$ cat src/rtl/core/stm3_pkg.sv
// ----------------------------------------------------------------------------
// stm3_pkg
// Shared types and constants of the three-phase stepper move generator.
// ----------------------------------------------------------------------------
package stm3_pkg;

  // field and register widths
  localparam int TGT_W       = 16;  // target position, signed
  localparam int UPS_W       = 8;   // units_per_step
  localparam int BASE_W      = 16;  // base_half_period
  localparam int PPP_W       = 16;  // pulses per phase
  localparam int IDX_W       = 17;  // pulse index, reaches pulses per phase + 1
  localparam int ANUM_W      = 32;  // accelerate numerator
  localparam int PROD_W      = BASE_W + IDX_W;
  localparam int IN_TDATA_W  = 24;
  localparam int OUT_TDATA_W = 8;

  // shared divider
  localparam int DVD_W       = 32;
  localparam int DVS_W       = 19;
  localparam int DIV_CNT_W   = $clog2(DVD_W);

  // each phase runs 1 + |d| / 3 pulses; |d| / 3 is a reciprocal multiply,
  // exact for any 32-bit |d|
  localparam logic [DVD_W-1:0] THIRD_RECIP = 32'hAAAA_AAAB;
  localparam int               THIRD_SHIFT = 33;

  // configuration port
  localparam int CFG_IDX_W   = 1;
  localparam int CFG_DATA_W  = 16;
  localparam logic [CFG_IDX_W-1:0] REG_UPS  = 1'b0;
  localparam logic [CFG_IDX_W-1:0] REG_BASE = 1'b1;
  localparam logic [UPS_W-1:0]     UPS_RESET  = 8'd1;
  localparam logic [BASE_W-1:0]    BASE_RESET = 16'd500;

  typedef enum logic [3:0] {
    PH_IDLE   = 4'b0001,
    PH_ACCEL  = 4'b0010,
    PH_CRUISE = 4'b0100,
    PH_DECEL  = 4'b1000
  } phase_t;

  typedef enum logic [1:0] {
    DIV_TGT = 2'd0,  // |target| / units_per_step
    DIV_HP  = 2'd1   // accel numerator / (3 * index)
  } div_sel_t;

  typedef struct packed {
    logic     latch_in;
    logic     div_start;
    div_sel_t div_sel;
    logic     pos_update;
    logic     move_load;
    logic     tick_apply;
    logic     mul_load;
    logic     hp_load;
    logic     out_load;
  } ctrl_cmd_t;

  typedef struct packed {
    logic action;
    logic hp_pend;
    logic phase_accel;
    logic div_done;
    logic out_free;
  } ctrl_stat_t;

endpackage

$ cat src/rtl/core/stm3_div.sv
// ----------------------------------------------------------------------------
// stm3_div
// Radix-2 restoring divider, one quotient bit per cycle.
// ----------------------------------------------------------------------------
module stm3_div (
  input  logic                           clk,
  input  logic                           rst_n,
  input  logic                           start,
  input  logic [stm3_pkg::DVD_W-1:0]     dividend,
  input  logic [stm3_pkg::DVS_W-1:0]     divisor,
  output logic                           done,
  output logic [stm3_pkg::DVD_W-1:0]     quo
);

  localparam int DVD_W = stm3_pkg::DVD_W;
  localparam int DVS_W = stm3_pkg::DVS_W;
  localparam int CNT_W = stm3_pkg::DIV_CNT_W;

  logic             busy_r;
  logic             done_r;
  logic [CNT_W-1:0] cnt_r;
  logic [DVD_W-1:0] dvd_r;   // dividend shifts out, quotient shifts in
  logic [DVS_W-1:0] dvs_r;
  logic [DVS_W:0]   rem_r;
  logic [DVS_W:0]   rem_sh;
  logic [DVS_W:0]   rem_new;
  logic             q_bit;

  always_comb begin
    rem_sh  = {rem_r[DVS_W-1:0], dvd_r[DVD_W-1]};
    q_bit   = (rem_sh >= {1'b0, dvs_r});
    rem_new = q_bit ? (rem_sh - {1'b0, dvs_r}) : rem_sh;
  end

  always_ff @(posedge clk) begin
    if (!rst_n) begin
      busy_r <= 1'b0;
      done_r <= 1'b0;
      cnt_r  <= '0;
    end else begin
      done_r <= 1'b0;
      if (start) begin
        busy_r <= 1'b1;
        cnt_r  <= CNT_W'(DVD_W - 1);
      end else if (busy_r) begin
        cnt_r <= cnt_r - 1'b1;
        if (cnt_r == '0) begin
          busy_r <= 1'b0;
          done_r <= 1'b1;
        end
      end
    end
  end

  always_ff @(posedge clk) begin
    if (start) begin
      dvd_r <= dividend;
      dvs_r <= divisor;
      rem_r <= '0;
    end else if (busy_r) begin
      dvd_r <= {dvd_r[DVD_W-2:0], q_bit};
      rem_r <= rem_new;
    end
  end

  assign done = done_r;
  assign quo  = dvd_r;

endmodule

$ cat src/rtl/core/stm3_ctrl.sv
// ----------------------------------------------------------------------------
// stm3_ctrl
// Sequencer: walks one request through decode, divides and result hand-off.
// ----------------------------------------------------------------------------
module stm3_ctrl (
  input  logic                   clk,
  input  logic                   rst_n,
  input  logic                   in_tvalid,
  output logic                   in_tready,
  input  stm3_pkg::ctrl_stat_t   st,
  output stm3_pkg::ctrl_cmd_t    cmd
);

  typedef enum logic [7:0] {
    S_IDLE    = 8'b00000001,
    S_DISP    = 8'b00000010,
    S_TGT_DIV = 8'b00000100,
    S_MAG     = 8'b00001000,
    S_HP_CHK  = 8'b00010000,
    S_HP_DIV  = 8'b00100000,
    S_HP_LOAD = 8'b01000000,
    S_OUT     = 8'b10000000
  } state_t;

  state_t state_r;
  state_t state_nxt;

  assign in_tready = (state_r == S_IDLE);

  always_comb begin
    state_nxt = state_r;
    cmd       = '0;
    unique case (state_r)
      S_IDLE: begin
        if (in_tvalid) begin
          cmd.latch_in = 1'b1;
          state_nxt    = S_DISP;
        end
      end
      S_DISP: begin
        if (st.action) begin
          cmd.div_start = 1'b1;
          cmd.div_sel   = stm3_pkg::DIV_TGT;
          state_nxt     = S_TGT_DIV;
        end else begin
          cmd.tick_apply = 1'b1;
          state_nxt      = S_HP_CHK;
        end
      end
      S_TGT_DIV: begin
        if (st.div_done) begin
          cmd.pos_update = 1'b1;
          state_nxt      = S_MAG;
        end
      end
      S_MAG: begin
        cmd.move_load = 1'b1;
        state_nxt     = S_OUT;
      end
      S_HP_CHK: begin
        if (!st.hp_pend) begin
          state_nxt = S_OUT;
        end else if (st.phase_accel) begin
          cmd.div_start = 1'b1;
          cmd.div_sel   = stm3_pkg::DIV_HP;
          state_nxt     = S_HP_DIV;
        end else begin
          cmd.mul_load = 1'b1;
          state_nxt    = S_HP_LOAD;
        end
      end
      S_HP_DIV: begin
        if (st.div_done) begin
          cmd.hp_load = 1'b1;
          state_nxt   = S_OUT;
        end
      end
      S_HP_LOAD: begin
        cmd.hp_load = 1'b1;
        state_nxt   = S_OUT;
      end
      S_OUT: begin
        if (st.out_free) begin
          cmd.out_load = 1'b1;
          state_nxt    = S_IDLE;
        end
      end
      default: state_nxt = S_IDLE;
    endcase
  end

  always_ff @(posedge clk) begin
    if (!rst_n) begin
      state_r <= S_IDLE;
    end else begin
      state_r <= state_nxt;
    end
  end

endmodule

$ cat src/rtl/core/stm3_dp.sv
// ----------------------------------------------------------------------------
// stm3_dp
// Datapath: config registers, axis state, divider operands, half-period
// math and the result register.
// ----------------------------------------------------------------------------
module stm3_dp #(
  parameter int POSITION_BITS = 16,
  parameter int PERIOD_BITS   = 32
) (
  input  logic                                 clk,
  input  logic                                 rst_n,
  input  stm3_pkg::ctrl_cmd_t                  cmd,
  output stm3_pkg::ctrl_stat_t                 st,
  input  logic [stm3_pkg::IN_TDATA_W-1:0]      in_tdata,
  input  logic                                 in_tuser,
  input  logic                                 cfg_we,
  input  logic [stm3_pkg::CFG_IDX_W-1:0]       cfg_index,
  input  logic [stm3_pkg::CFG_DATA_W-1:0]      cfg_data,
  output logic                                 out_tvalid,
  input  logic                                 out_tready,
  output logic [stm3_pkg::OUT_TDATA_W-1:0]     out_tdata
);

  localparam int P      = POSITION_BITS;
  localparam int TGT_W  = stm3_pkg::TGT_W;
  localparam int UPS_W  = stm3_pkg::UPS_W;
  localparam int BASE_W = stm3_pkg::BASE_W;
  localparam int PPP_W  = stm3_pkg::PPP_W;
  localparam int IDX_W  = stm3_pkg::IDX_W;
  localparam int ANUM_W = stm3_pkg::ANUM_W;
  localparam int PROD_W = stm3_pkg::PROD_W;
  localparam int DVD_W  = stm3_pkg::DVD_W;
  localparam int DVS_W  = stm3_pkg::DVS_W;
  localparam int EXT_W  = (P > TGT_W + 1) ? P : TGT_W + 1;
  localparam int SAT_W  = (PERIOD_BITS > PROD_W) ? PERIOD_BITS : PROD_W;

  // configuration
  logic [UPS_W-1:0]  ups_r;
  logic [BASE_W-1:0] base_r;

  // latched request
  logic             act_r;
  logic [TGT_W-1:0] tgt_r;
  logic             sws_r;
  logic             swe_r;

  // axis state
  logic [P-1:0]           pos_r,   pos_nxt;
  stm3_pkg::phase_t       phase_r, phase_nxt;
  logic [IDX_W-1:0]       idx_r,   idx_nxt;
  logic [PPP_W-1:0]       ppp_r,   ppp_nxt;
  logic [ANUM_W-1:0]      anum_r,  anum_nxt;
  logic [PERIOD_BITS-1:0] count_r, count_nxt;
  logic                   level_r, level_nxt;
  logic                   dir_r,   dir_nxt;
  logic                   abort_r, abort_nxt;
  logic                   hp_pend_r, hp_pend_nxt;

  // working registers
  logic [P-1:0]      mag_r;
  logic [PROD_W-1:0] prod_r;
  logic                         out_valid_r;
  logic [stm3_pkg::OUT_TDATA_W-1:0] out_data_r;

  // divider
  logic [DVD_W-1:0] div_dvd;
  logic [DVS_W-1:0] div_dvs;
  logic             div_done;
  logic [DVD_W-1:0] quo;

  // operand and math signals
  logic [TGT_W:0]         tgt_sx;
  logic [TGT_W:0]         tgt_abs;
  logic [UPS_W-1:0]       ups_eff;
  logic [IDX_W-1:0]       idx_eff;
  logic [DVS_W-1:0]       idx3;
  logic [TGT_W:0]         q_lo;
  logic [TGT_W:0]         tq;
  logic signed [EXT_W-1:0] tq_ext;
  logic [P-1:0]           tstep;
  logic [P:0]             dl;
  logic [P:0]             mag_full;
  logic [DVD_W+BASE_W-1:0] mprod;
  logic [2*DVD_W-1:0]     mag3_prod;
  logic [PROD_W-1:0]      p_raw;
  logic [SAT_W-1:0]       p_w;
  logic [PERIOD_BITS-1:0] hp_sat;
  logic [PERIOD_BITS-1:0] hp;
  logic [IDX_W-1:0]       idx_inc;
  logic                   adv;
  stm3_pkg::phase_t       ph_adv;

  // ---------------- configuration ----------------
  always_ff @(posedge clk) begin
    if (!rst_n) begin
      ups_r  <= stm3_pkg::UPS_RESET;
      base_r <= stm3_pkg::BASE_RESET;
    end else if (cfg_we) begin
      unique case (cfg_index)
        stm3_pkg::REG_UPS:  ups_r  <= cfg_data[UPS_W-1:0];
        stm3_pkg::REG_BASE: base_r <= cfg_data[BASE_W-1:0];
        default: ;
      endcase
    end
  end

  // ---------------- request latch ----------------
  always_ff @(posedge clk) begin
    if (cmd.latch_in) begin
      act_r <= in_tuser;
      tgt_r <= in_tdata[TGT_W-1:0];
      sws_r <= in_tdata[TGT_W];
      swe_r <= in_tdata[TGT_W+1];
    end
  end

  // ---------------- divider operands ----------------
  always_comb begin
    tgt_sx  = {tgt_r[TGT_W-1], tgt_r};
    tgt_abs = tgt_r[TGT_W-1] ? (~tgt_sx + 1'b1) : tgt_sx;
    ups_eff = (ups_r == '0) ? UPS_W'(1) : ups_r;
    idx_eff = (idx_r == '0) ? IDX_W'(1) : idx_r;
    idx3    = DVS_W'(idx_eff) + DVS_W'({idx_eff, 1'b0});
    case (cmd.div_sel)
      stm3_pkg::DIV_TGT: begin
        div_dvd = DVD_W'(tgt_abs);
        div_dvs = DVS_W'(ups_eff);
      end
      stm3_pkg::DIV_HP: begin
        div_dvd = DVD_W'(anum_r);
        div_dvs = idx3;
      end
      default: begin
        div_dvd = '0;
        div_dvs = DVS_W'(1);
      end
    endcase
  end

  stm3_div u_div (
    .clk      (clk),
    .rst_n    (rst_n),
    .start    (cmd.div_start),
    .dividend (div_dvd),
    .divisor  (div_dvs),
    .done     (div_done),
    .quo      (quo)
  );

  // ---------------- move setup math ----------------
  always_comb begin
    // quotient truncates toward zero, so re-apply the sign afterwards
    q_lo      = quo[TGT_W:0];
    tq        = tgt_r[TGT_W-1] ? (~q_lo + 1'b1) : q_lo;
    tq_ext    = EXT_W'($signed(tq));
    tstep     = tq_ext[P-1:0];
    dl        = {tstep[P-1], tstep} - {pos_r[P-1], pos_r};
    mag_full  = dl[P] ? (~dl + 1'b1) : dl;
    mprod     = DVD_W'(mag_r) * base_r;
    mag3_prod = DVD_W'(mag_r) * stm3_pkg::THIRD_RECIP;
  end

  // ---------------- half-period math ----------------
  always_comb begin
    case (phase_r)
      stm3_pkg::PH_ACCEL:  p_raw = PROD_W'(quo);
      stm3_pkg::PH_CRUISE: p_raw = PROD_W'(base_r);
      stm3_pkg::PH_DECEL:  p_raw = prod_r;
      default:             p_raw = PROD_W'(1);
    endcase
    p_w    = SAT_W'(p_raw);
    hp_sat = (p_w > SAT_W'({PERIOD_BITS{1'b1}})) ? {PERIOD_BITS{1'b1}}
                                                 : p_w[PERIOD_BITS-1:0];
    hp     = (hp_sat == '0) ? PERIOD_BITS'(1) : hp_sat;
  end

  // ---------------- tick helpers ----------------
  always_comb begin
    idx_inc = idx_r + 1'b1;
    adv     = (idx_inc > IDX_W'(ppp_r));
    case (phase_r)
      stm3_pkg::PH_ACCEL:  ph_adv = stm3_pkg::PH_CRUISE;
      stm3_pkg::PH_CRUISE: ph_adv = stm3_pkg::PH_DECEL;
      default:             ph_adv = stm3_pkg::PH_IDLE;
    endcase
  end

  // ---------------- state update ----------------
  always_comb begin
    pos_nxt     = pos_r;
    phase_nxt   = phase_r;
    idx_nxt     = idx_r;
    ppp_nxt     = ppp_r;
    anum_nxt    = anum_r;
    count_nxt   = count_r;
    level_nxt   = level_r;
    dir_nxt     = dir_r;
    abort_nxt   = abort_r;
    hp_pend_nxt = hp_pend_r;

    if (cmd.pos_update) begin
      pos_nxt = tstep;
      dir_nxt = !dl[P] && (dl != '0);
    end

    if (cmd.move_load) begin
      ppp_nxt   = mag3_prod[stm3_pkg::THIRD_SHIFT +: PPP_W] + 1'b1;
      anum_nxt  = mprod[ANUM_W-1:0];
      phase_nxt = stm3_pkg::PH_ACCEL;
      idx_nxt   = '0;
      count_nxt = '0;
      level_nxt = 1'b1;
      abort_nxt = 1'b0;
    end

    if (cmd.tick_apply) begin
      abort_nxt   = 1'b0;
      hp_pend_nxt = 1'b0;
      if (phase_r != stm3_pkg::PH_IDLE) begin
        if (count_r != '0) begin
          count_nxt = count_r - 1'b1;
        end else if (!level_r) begin
          level_nxt   = 1'b1;
          hp_pend_nxt = 1'b1;
        end else if (adv && (phase_r == stm3_pkg::PH_DECEL)) begin
          phase_nxt = stm3_pkg::PH_IDLE;
          idx_nxt   = '0;
        end else if (!sws_r || !swe_r) begin
          // either end switch pressed at pulse start stops the move
          phase_nxt = stm3_pkg::PH_IDLE;
          idx_nxt   = '0;
          abort_nxt = 1'b1;
        end else begin
          level_nxt   = 1'b0;
          hp_pend_nxt = 1'b1;
          phase_nxt   = adv ? ph_adv : phase_r;
          idx_nxt     = adv ? IDX_W'(1) : idx_inc;
        end
      end
    end

    if (cmd.hp_load) begin
      count_nxt = hp - 1'b1;
    end
  end

  always_ff @(posedge clk) begin
    if (!rst_n) begin
      pos_r     <= '0;
      phase_r   <= stm3_pkg::PH_IDLE;
      idx_r     <= '0;
      ppp_r     <= '0;
      anum_r    <= '0;
      count_r   <= '0;
      level_r   <= 1'b1;
      dir_r     <= 1'b0;
      abort_r   <= 1'b0;
      hp_pend_r <= 1'b0;
    end else begin
      pos_r     <= pos_nxt;
      phase_r   <= phase_nxt;
      idx_r     <= idx_nxt;
      ppp_r     <= ppp_nxt;
      anum_r    <= anum_nxt;
      count_r   <= count_nxt;
      level_r   <= level_nxt;
      dir_r     <= dir_nxt;
      abort_r   <= abort_nxt;
      hp_pend_r <= hp_pend_nxt;
    end
  end

  always_ff @(posedge clk) begin
    if (cmd.pos_update) begin
      mag_r <= mag_full[P-1:0];
    end
    if (cmd.mul_load) begin
      prod_r <= PROD_W'(base_r) * PROD_W'(idx_eff);
    end
  end

  // ---------------- result register ----------------
  always_ff @(posedge clk) begin
    if (!rst_n) begin
      out_valid_r <= 1'b0;
    end else if (cmd.out_load) begin
      out_valid_r <= 1'b1;
    end else if (out_tready) begin
      out_valid_r <= 1'b0;
    end
  end

  always_ff @(posedge clk) begin
    if (cmd.out_load) begin
      out_data_r <= {4'b0000, abort_r, (phase_r != stm3_pkg::PH_IDLE), dir_r, level_r};
    end
  end

  assign out_tvalid = out_valid_r;
  assign out_tdata  = out_data_r;

  always_comb begin
    st.action      = act_r;
    st.hp_pend     = hp_pend_r;
    st.phase_accel = (phase_r == stm3_pkg::PH_ACCEL);
    st.div_done    = div_done;
    st.out_free    = !out_valid_r || out_tready;
  end

  // ---------------- assertions ----------------
  a_out_no_overwrite: assert property (@(posedge clk) disable iff (!rst_n)
    cmd.out_load |-> (!out_valid_r || out_tready))
    else $error("result register overwritten while still pending");

  a_idle_index_zero: assert property (@(posedge clk) disable iff (!rst_n)
    (phase_r == stm3_pkg::PH_IDLE) |-> (idx_r == '0))
    else $error("pulse index nonzero while no move runs");

  a_index_bound: assert property (@(posedge clk) disable iff (!rst_n)
    (phase_r != stm3_pkg::PH_IDLE) |-> (idx_r <= IDX_W'(ppp_r) + 1'b1))
    else $error("pulse index ran past the phase length");

  a_hp_load_active: assert property (@(posedge clk) disable iff (!rst_n)
    cmd.hp_load |-> (phase_r != stm3_pkg::PH_IDLE))
    else $error("half-period loaded with no move running");

endmodule

$ cat src/rtl/core/stepper_three_phase_move_top.sv
// ----------------------------------------------------------------------------
// stepper_three_phase_move_top
// Step pulse generator for one stepper axis with accelerate, cruise and
// decelerate phases.
// ----------------------------------------------------------------------------
// Every request on the in_ stream gives exactly one result on the out_ stream.
// A request with in_tuser = 1 is a move to in_tdata's target position; one
// with in_tuser = 0 is one time tick, on which the step pin, direction, busy
// and abort flags are reported. Requests are handled one at a time by a
// sequencer and a single shared 1-bit-per-cycle divider: a tick passes
// through dispatch, the half-period check and the output state, adding a
// multiply step when it starts a cruise or decelerate half-period and a
// divide when it starts an accelerate half-period; a move takes one divide
// for the target, |d| / 3 by reciprocal multiply. A pending result that
// out_tready has not taken holds the next request in the output state. A new
// request is taken while the previous result still waits in the output register.
// Configuration writes (index 0: units_per_step, index 1: base_half_period)
// take effect at once and belong between requests.
// ----------------------------------------------------------------------------
module stepper_three_phase_move_top #(
  parameter int POSITION_BITS = 16,
  parameter int PERIOD_BITS   = 32
) (
  input  logic                                 clk,
  input  logic                                 rst_n,
  // in_tdata: [15:0] target_position, [16] start_switch_n, [17] end_switch_n
  input  logic [stm3_pkg::IN_TDATA_W-1:0]      in_tdata,
  // in_tuser: [0] action
  input  logic                                 in_tuser,
  input  logic                                 in_tvalid,
  output logic                                 in_tready,
  // out_tdata: [0] step_out, [1] direction, [2] busy_res, [3] aborted
  output logic [stm3_pkg::OUT_TDATA_W-1:0]     out_tdata,
  output logic                                 out_tvalid,
  input  logic                                 out_tready,
  input  logic                                 cfg_we,
  input  logic [stm3_pkg::CFG_IDX_W-1:0]       cfg_index,
  input  logic [stm3_pkg::CFG_DATA_W-1:0]      cfg_data
);

  stm3_pkg::ctrl_cmd_t  cmd;
  stm3_pkg::ctrl_stat_t st;

  stm3_ctrl u_ctrl (
    .clk       (clk),
    .rst_n     (rst_n),
    .in_tvalid (in_tvalid),
    .in_tready (in_tready),
    .st        (st),
    .cmd       (cmd)
  );

  stm3_dp #(
    .POSITION_BITS (POSITION_BITS),
    .PERIOD_BITS   (PERIOD_BITS)
  ) u_dp (
    .clk        (clk),
    .rst_n      (rst_n),
    .cmd        (cmd),
    .st         (st),
    .in_tdata   (in_tdata),
    .in_tuser   (in_tuser),
    .cfg_we     (cfg_we),
    .cfg_index  (cfg_index),
    .cfg_data   (cfg_data),
    .out_tvalid (out_tvalid),
    .out_tready (out_tready),
    .out_tdata  (out_tdata)
  );

endmodule

$ cat config.mk
export PLATFORM = sky130hd
export DESIGN_NAME = stepper_three_phase_move_top
export DESIGN_NICKNAME = d
export VERILOG_FILES = /design/src/rtl/core/stm3_pkg.sv /design/src/rtl/core/stm3_div.sv /design/src/rtl/core/stm3_ctrl.sv /design/src/rtl/core/stm3_dp.sv /design/src/rtl/core/stepper_three_phase_move_top.sv
export SDC_FILE = /design/constraint.sdc
export NUM_CORES = 2
export LEC_CHECK = 0
export ABC_AREA = 1
export BUFFER_PORTS_ARGS = -buffer_cell sky130_fd_sc_hd__buf_4
export CAP_MARGIN = 5
export CORE_MARGIN = 10
export CORE_UTILIZATION = 55
export CTS_CLUSTER_DIAMETER = 100
export DETAILED_ROUTE_END_ITERATION = 10
export PLACE_DENSITY = 0.72
export SLEW_MARGIN = 30
export SYNTH_ARGS = -nofsm -noshare
export SYNTH_HDL_FRONTEND = slang
export SYNTH_SLANG_ARGS = --single-unit
$ cat constraint.sdc
create_clock -name clk -period 9.7 [get_ports clk]
set_input_delay 1.455 -clock clk [delete_from_list [all_inputs] [get_ports clk]]
set_output_delay 1.455 -clock clk [all_outputs]
set_load 0.005 [all_outputs]
== Word level (Yosys, flattened, before mapping) ==
Index checks and enable logic that the tools add are counted.
Word-level totals
  flip-flop bits (word level): 303
  logic and storage cells: 178
Operators by class
  add/subtract/negate cells: 11
  multiply operators: 3
  order comparisons: 3
  equality and inequality tests: 18
  mux-type cells: 87
  bitwise operators: 6
  reductions and logical operators: 23
Operators with widths (count)
  two-way mux 32 bit: 9
  two-way mux 17 bit: 10
  case mux 33 bit (3 select lines): 1
  case mux 32 bit (2 select lines): 1
  subtractor 32 x 1 -> 32 bit, second input constant: 2
  case mux 8 bit (7 select lines): 1
  multiplier 16 x 32 -> 48 bit, second input constant: 1
  two-way mux 8 bit: 6
  case mux 19 bit (2 select lines): 1
  two-way mux 1 bit: 37
  adder 17 x 1 -> 17 bit, second input constant: 2
  greater-than comparator 33 x 32 -> 1 bit, second input constant: 1
  multiplier 16 x 17 -> 33 bit: 1
  adder 16 x 1 -> 16 bit, second input constant: 2
  logical NOT 32 bit: 1
  multiplier 16 x 16 -> 32 bit: 1
  two-way mux 16 bit: 2
  two-way mux 4 bit: 8
  NOT 16 bit: 2
  nonzero test 32 bit: 1
  >= comparator 20 x 19 -> 1 bit: 1
  adder 17 x 18 -> 19 bit: 1
  two-way mux 19 bit: 1
  subtractor 19 bit: 1
  41 further kinds: 57

== Longest topological paths before layout ==
  word-level depth: 9
  gate-level depth with buffers: 33
  gate-level depth less buffers: 32

== Hierarchy ==
A second synthesis with hierarchy kept.
Second synthesis, totals
  cells, all modules: 6044
  area total of the unflattened synthesis: 43436.7 um^2
By module, submodules not included
  stm3_dp: instances 1, cells each 5332, area an instance 38274.2 um^2
  stm3_div: instances 1, cells each 610, area an instance 4534.3 um^2
  stm3_ctrl: instances 1, cells each 102, area an instance 628.1 um^2

== Least setup slack after synthesis ==
Ideal clock, no wire load.
  kind: flip-flop to flip-flop
  start point: register u_dp.mag_r[14]
  end point: register u_dp.ppp_r[14]
  library setup time: 0.109 ns
  arrival: 5.885 ns
  path slack: 3.706 ns
  cell stages (with the launch flop): 26
  path buffers: 2
  clock period less this slack: 5.994 ns
  path through: edfxtp_1 clkbuf_1 clkbuf_1 inv_1 fa_1 fa_1 inv_1 fa_1 inv_1 fa_1 fa_1 inv_1 ha_1 a21oi_1 o21ai_0 a21oi_1 nand3_2 xor2_1 ha_1 nand3_1 nor2_1 nand3_1 nand2_1 nand3_1 nand2_1 inv_1
On the way
  word-level cells in the longest chain between the ends: 2
Ends and longest elaborated chain
  from (decl): line stm3_dp.sv:60  | logic [P-1:0] mag_r;
  from (signal assigned): line stm3_dp.sv:275  | mag_r <= mag_full[P-1:0];
  multiplier 16 x 32 -> 48 bit: line stm3_dp.sv:160  | mag3_prod = DVD_W'(mag_r) * stm3_pkg::THIRD_RECIP;
  adder 15 x 1 -> 16 bit: line stm3_dp.sv:207  | ppp_nxt = mag3_prod[stm3_pkg::THIRD_SHIFT +: PPP_W] + 1'b1;
  to (signal assigned): line stm3_dp.sv:263  | ppp_r <= ppp_nxt;
  to (decl): line stm3_dp.sv:51  | logic [PPP_W-1:0] ppp_r, ppp_nxt;
No other way between the ends.
A chain may end at the register's enable or synchronous reset.

== Final worst setup path ==
  start point: register u_dp.idx_r[2]
  end point: register u_dp.prod_r[24] (data pin)
On the way
  word-level cells in the longest chain between the ends: 3
Ends and longest elaborated chain
  from (decl): line stm3_dp.sv:50  | logic [IDX_W-1:0] idx_r, idx_nxt;
  from (signal assigned): line stm3_dp.sv:262  | idx_r <= idx_nxt;
  logical NOT 17 bit: line stm3_dp.sv:122  | idx_eff = (idx_r == '0) ? IDX_W'(1) : idx_r;
  two-way mux 17 bit (*): line stm3_dp.sv:122
  multiplier 16 x 17 -> 33 bit (*): line stm3_dp.sv:278  | prod_r <= PROD_W'(base_r) * PROD_W'(idx_eff);
  to (signal assigned): line stm3_dp.sv:278
  to (decl): line stm3_dp.sv:61  | logic [PROD_W-1:0] prod_r;
Mark *: on every way between the ends. The rest lies on a longest branch, timed or not.

==> parameters.txt <==
Parameter                              Value

Critical path
  Category of cells accounting for the largest share of critical-path delay    adder cells
  Crit Path Class    flip-flop to flip-flop
  Delay of the slowest cell on the worst path    approximately 0.55 ns
  CP most frequent cell    sky130_fd_sc_hd__inv_1
  Worst Path Max Fanout    22
  CP bufs+invs    7
  Kind of capture point of the worst setup path    flip-flop
  Data required time at the worst endpoint    10.01 ns
  Crit path launch type    flip-flop
  Arr. time, crit path    7.58 ns
  Worst-path cell with the longest stage delay    sky130_fd_sc_hd__fa_1

Yosys
  Top area cells in the synthesized netlist    sky130_fd_sc_hd__fa_1 (23%), sky130_fd_sc_hd__ha_1 (12%), sky130_fd_sc_hd__inv_1 (12%), sky130_fd_sc_hd__nand2_1 (11%), sky130_fd_sc_hd__edfxtp_1 (8.7%)
  Synthesized cell area    42300 um^2
  Share of the yosys chip area belonging to registers    17.2%
  Register bit count reported by yosys    about 300
  Distinct cell type count of the synthesized netlist    67
  Average instance area after synthesis    7.34 um^2
  Post-synth top area share    23.0%
  Top cell type by total area after synthesis    sky130_fd_sc_hd__fa_1
  Most frequently used flop master after synthesis    sky130_fd_sc_hd__dfxtp_1
  Gate Count Post-Synth    approximately 5800
  Number of synthesized flops with an enable pin    ~120
  Share of flip-flops with an asynchronous set or reset    0%
  Syn. warnings    0

Global routing
  Via count of the first global-routing pass    36200
  Total routing usage reported by global routing    between 20% and 30%
  Global-route wire length before repair    195 mm
  Total overflow reported by the global router    0
  Number of antenna violations at the first check in global routing    1
  Pin count of the biggest net entering global routing    85

Finish
  Final core utilization    59.0%
  Number of cells in the finished layout apart from fillers    around 6800
  Most frequent standard cell in the layout excluding fill and tap cells    sky130_fd_sc_hd__inv_1
  Post-synthesis to final-layout area growth    6.08%
  Layout cells sized above 1    4.29%
  Fill cells    7159
  Ant diodes    0
  Final-stage net count    ~6600
  Most used cells in the layout excluding fill and tap cells    sky130_fd_sc_hd__inv_1 (1324), sky130_fd_sc_hd__nand2_1 (1287), sky130_fd_sc_hd__fa_1 (486), sky130_fd_sc_hd__nor2_1 (408), sky130_fd_sc_hd__ha_1 (406)

Placed design
  Dpl cells    6690
  Count of buffers from port buffering    46
  RePlAce Congestion    1.01
  HPWL reported at the end of detailed placement    94.7 mm

Floorplan
  Die footprint    88400 um^2
  Core outline area    around 76000 um^2
  Die X-Extent    roughly 300 um
  Placement Rows    about 100
  Number of top-level pins    57
  Vertical die dimension    just under 300 um
  Starting density of the core    55.6%

Timing
  Final count of negative-setup-slack endpoints    0
  Transition time at the pin with the least slew margin    0.952 ns
  Number of endpoints with negative hold slack in the final report    0
  Aggregate negative setup slack    0 ns
  Final setup skew    0.0393 ns
  Setup repair after global routing missed its margin    no
  F_max    0.138 GHz
  Worst rel slew slack    about 37%
  Worst hold slack    approximately 0.45 ns
  Final number of max-transition violations    0
  Portion of the clock cycle consumed by the worst path in the final layout    75.0%
  Tmin final    7.27 ns

Clock tree
  Root cell of the clock tree    sky130_fd_sc_hd__clkbuf_16
  Number of buffers created by CTS    40
  CTS max path bufs    3
  CTS tree    built
  H-tree levels    2
  Clock net sink count    between 300 and 400
  Worst-Skew Late Latency    about 0.6 ns
  Buffers inserted by post-CTS timing repair    0
  Hold buffer count at CTS    0
  Clock transition at the registers of the reported paths    0.06 ns
  Resize count post-CTS    0

Detailed routing
  Routed vias    36700
  Number of iterations in the first detailed-routing pass    5
  Routed length per instance    17.8 um
  Post-detailed-route DRC marker count    0
  Number of nets with antenna violations after routing    0
  Routed Wire Length    120 mm
  1st-iter DRT viols    3039
  Vias per cell    5.43

Power
  Clock power frac    a little over a quarter
  Maximum vdd drop    between 0.0002 and 0.00025 V
  Switching power of the nets    0.00238 W
  Share of total power in combinational logic    47.0%
  P per Cell Area    125 nW/um^2
  Net switching fraction of the power    42.5%
  Power consumption    between 0.005 and 0.006 W
  Internal Pwr Total    around 0.0032 W
  Sequential cell fraction of total power    26.3%
  Leakage power    between 20 and 25 nW

Min path
  Path class of the lowest-slack min-delay path    flip-flop to flip-flop

Run status
  Outcome    finished clean

Run
  Max Cap Violations    0
## cell usage after synthesis (5+ instances only)
library cell,count
sky130_fd_sc_hd__inv_1,1326
sky130_fd_sc_hd__nand3b_1,9
sky130_fd_sc_hd__or2_2,11
sky130_fd_sc_hd__nand2_1,1288
sky130_fd_sc_hd__o21ai_1,7
sky130_fd_sc_hd__buf_4,9
sky130_fd_sc_hd__o21ai_0,245
sky130_fd_sc_hd__clkbuf_1,175
sky130_fd_sc_hd__xnor2_1,43
sky130_fd_sc_hd__nand3_2,5
sky130_fd_sc_hd__xor2_1,105
sky130_fd_sc_hd__buf_1,17
sky130_fd_sc_hd__a211oi_1,9
sky130_fd_sc_hd__nand4_1,79
sky130_fd_sc_hd__dfxtp_1,180
sky130_fd_sc_hd__o211ai_1,26
sky130_fd_sc_hd__nor2_2,16
sky130_fd_sc_hd__a31oi_1,9
sky130_fd_sc_hd__buf_2,11
sky130_fd_sc_hd__buf_6,5
sky130_fd_sc_hd__edfxtp_1,123
sky130_fd_sc_hd__o22ai_1,14
sky130_fd_sc_hd__nor4_1,22
sky130_fd_sc_hd__a21oi_1,292
sky130_fd_sc_hd__o21a_1,9
sky130_fd_sc_hd__a21o_1,14
sky130_fd_sc_hd__nor3_1,61
sky130_fd_sc_hd__fa_1,486
sky130_fd_sc_hd__nor2_4,5
sky130_fd_sc_hd__nand3_1,232
sky130_fd_sc_hd__o21bai_1,22
sky130_fd_sc_hd__nor3_2,7
sky130_fd_sc_hd__nor2_1,412
sky130_fd_sc_hd__o221ai_1,14
sky130_fd_sc_hd__inv_2,7
sky130_fd_sc_hd__o2111ai_1,5
sky130_fd_sc_hd__ha_1,406
sky130_fd_sc_hd__o311ai_0,6
sky130_fd_sc_hd__o31ai_1,7
sky130_fd_sc_hd__nand2_2,5
sky130_fd_sc_hd__clkinv_1,5
## kinds of logic after synthesis
| kind of cell | count (synthesis) | synth area share (%) |
|---|---|---|
| buffers and inverters | 1557 | 14.0 |
| XOR/XNOR | 148 | 3.06 |
| AND/OR/NAND/NOR | 2168 | 21.4 |
| other | 1 | 0.00886 |
| flip-flops | 303 | 17.2 |
| adder cells (fa/ha/maj) | 892 | 35.0 |
| AO/OA/AOI/OAI | 697 | 9.22 |
## worst paths after layout
kind,startpoint,endpoint,slack [ns],cells past startpoint
setup / recovery,u_dp.idx_r[2],u_dp.prod_r[24],2.43,29
hold reg to reg,u_dp.abort_r,u_dp.out_tdata[3],0.45,0
setup reg to reg,u_dp.idx_r[2],u_dp.prod_r[24],2.43,29
hold / removal,u_dp.abort_r,u_dp.out_tdata[3],0.45,0
## registers in the layout, summed over array words and instances (netlist names), 5 cells and up
register,count
u_ctrl.state_r,8
u_dp.anum_r,32
u_dp.base_r,16
u_dp.count_r,32
u_dp.idx_r,17
u_dp.mag_r,16
u_dp.pos_r,16
u_dp.ppp_r,16
u_dp.prod_r,33
u_dp.tgt_r,16
u_dp.u_div.cnt_r,5
u_dp.u_div.dvs_r,19
u_dp.u_div.quo,32
u_dp.u_div.rem_r,19
u_dp.ups_r,8
## area by class of cell
type,instances,area [um^2],share of cell area [%]
inverters,1340,5040,11.2
multi-input cells,3909,29100,64.8
flip-flops and latches,303,7300,16.3
clock inverters,16,155,0.346
well taps,1030,1290,2.87
clock buffers,58,1180,2.63
repair buffers,108,815,1.82
## metal layers
layer  wire length (um)  GRT usage (%)  up-vias
li1                   -              -    17600
met1              54300           38.9    17600
met2              52900           42.6     1289
met3               9800           3.97      169
met4               3400           7.52        2
met5                  9              0        -
## power by group through the flow
| stage | clock [W] | combinational [W] | sequential (W) |
|---|---|---|---|
| 6_report | 0.00150 | 0.00264 | 0.00147 |
| 5_1_grt | 0.00157 | 0.00298 | 0.00148 |
| 4_1_cts | 0.00152 | 0.00259 | 0.00147 |
| 3_5_place_dp | 0 | 0.00257 | 0.00150 |
| 3_3_place_gp | 0 | 0.00254 | 0.00150 |
| 2_1_floorplan | 0 | 0.00192 | 0.00146 |
## through the flow
stage                     setup WS, ns  area [um^2]
after floorplan                   3.71        42300
after global placement            2.60        43500
after detailed placement          2.51        43500
after CTS                         2.49        44900
after global routing              2.00        44900
final                             2.43        44900
No activity file was read; power rests on OpenSTA's default activity.
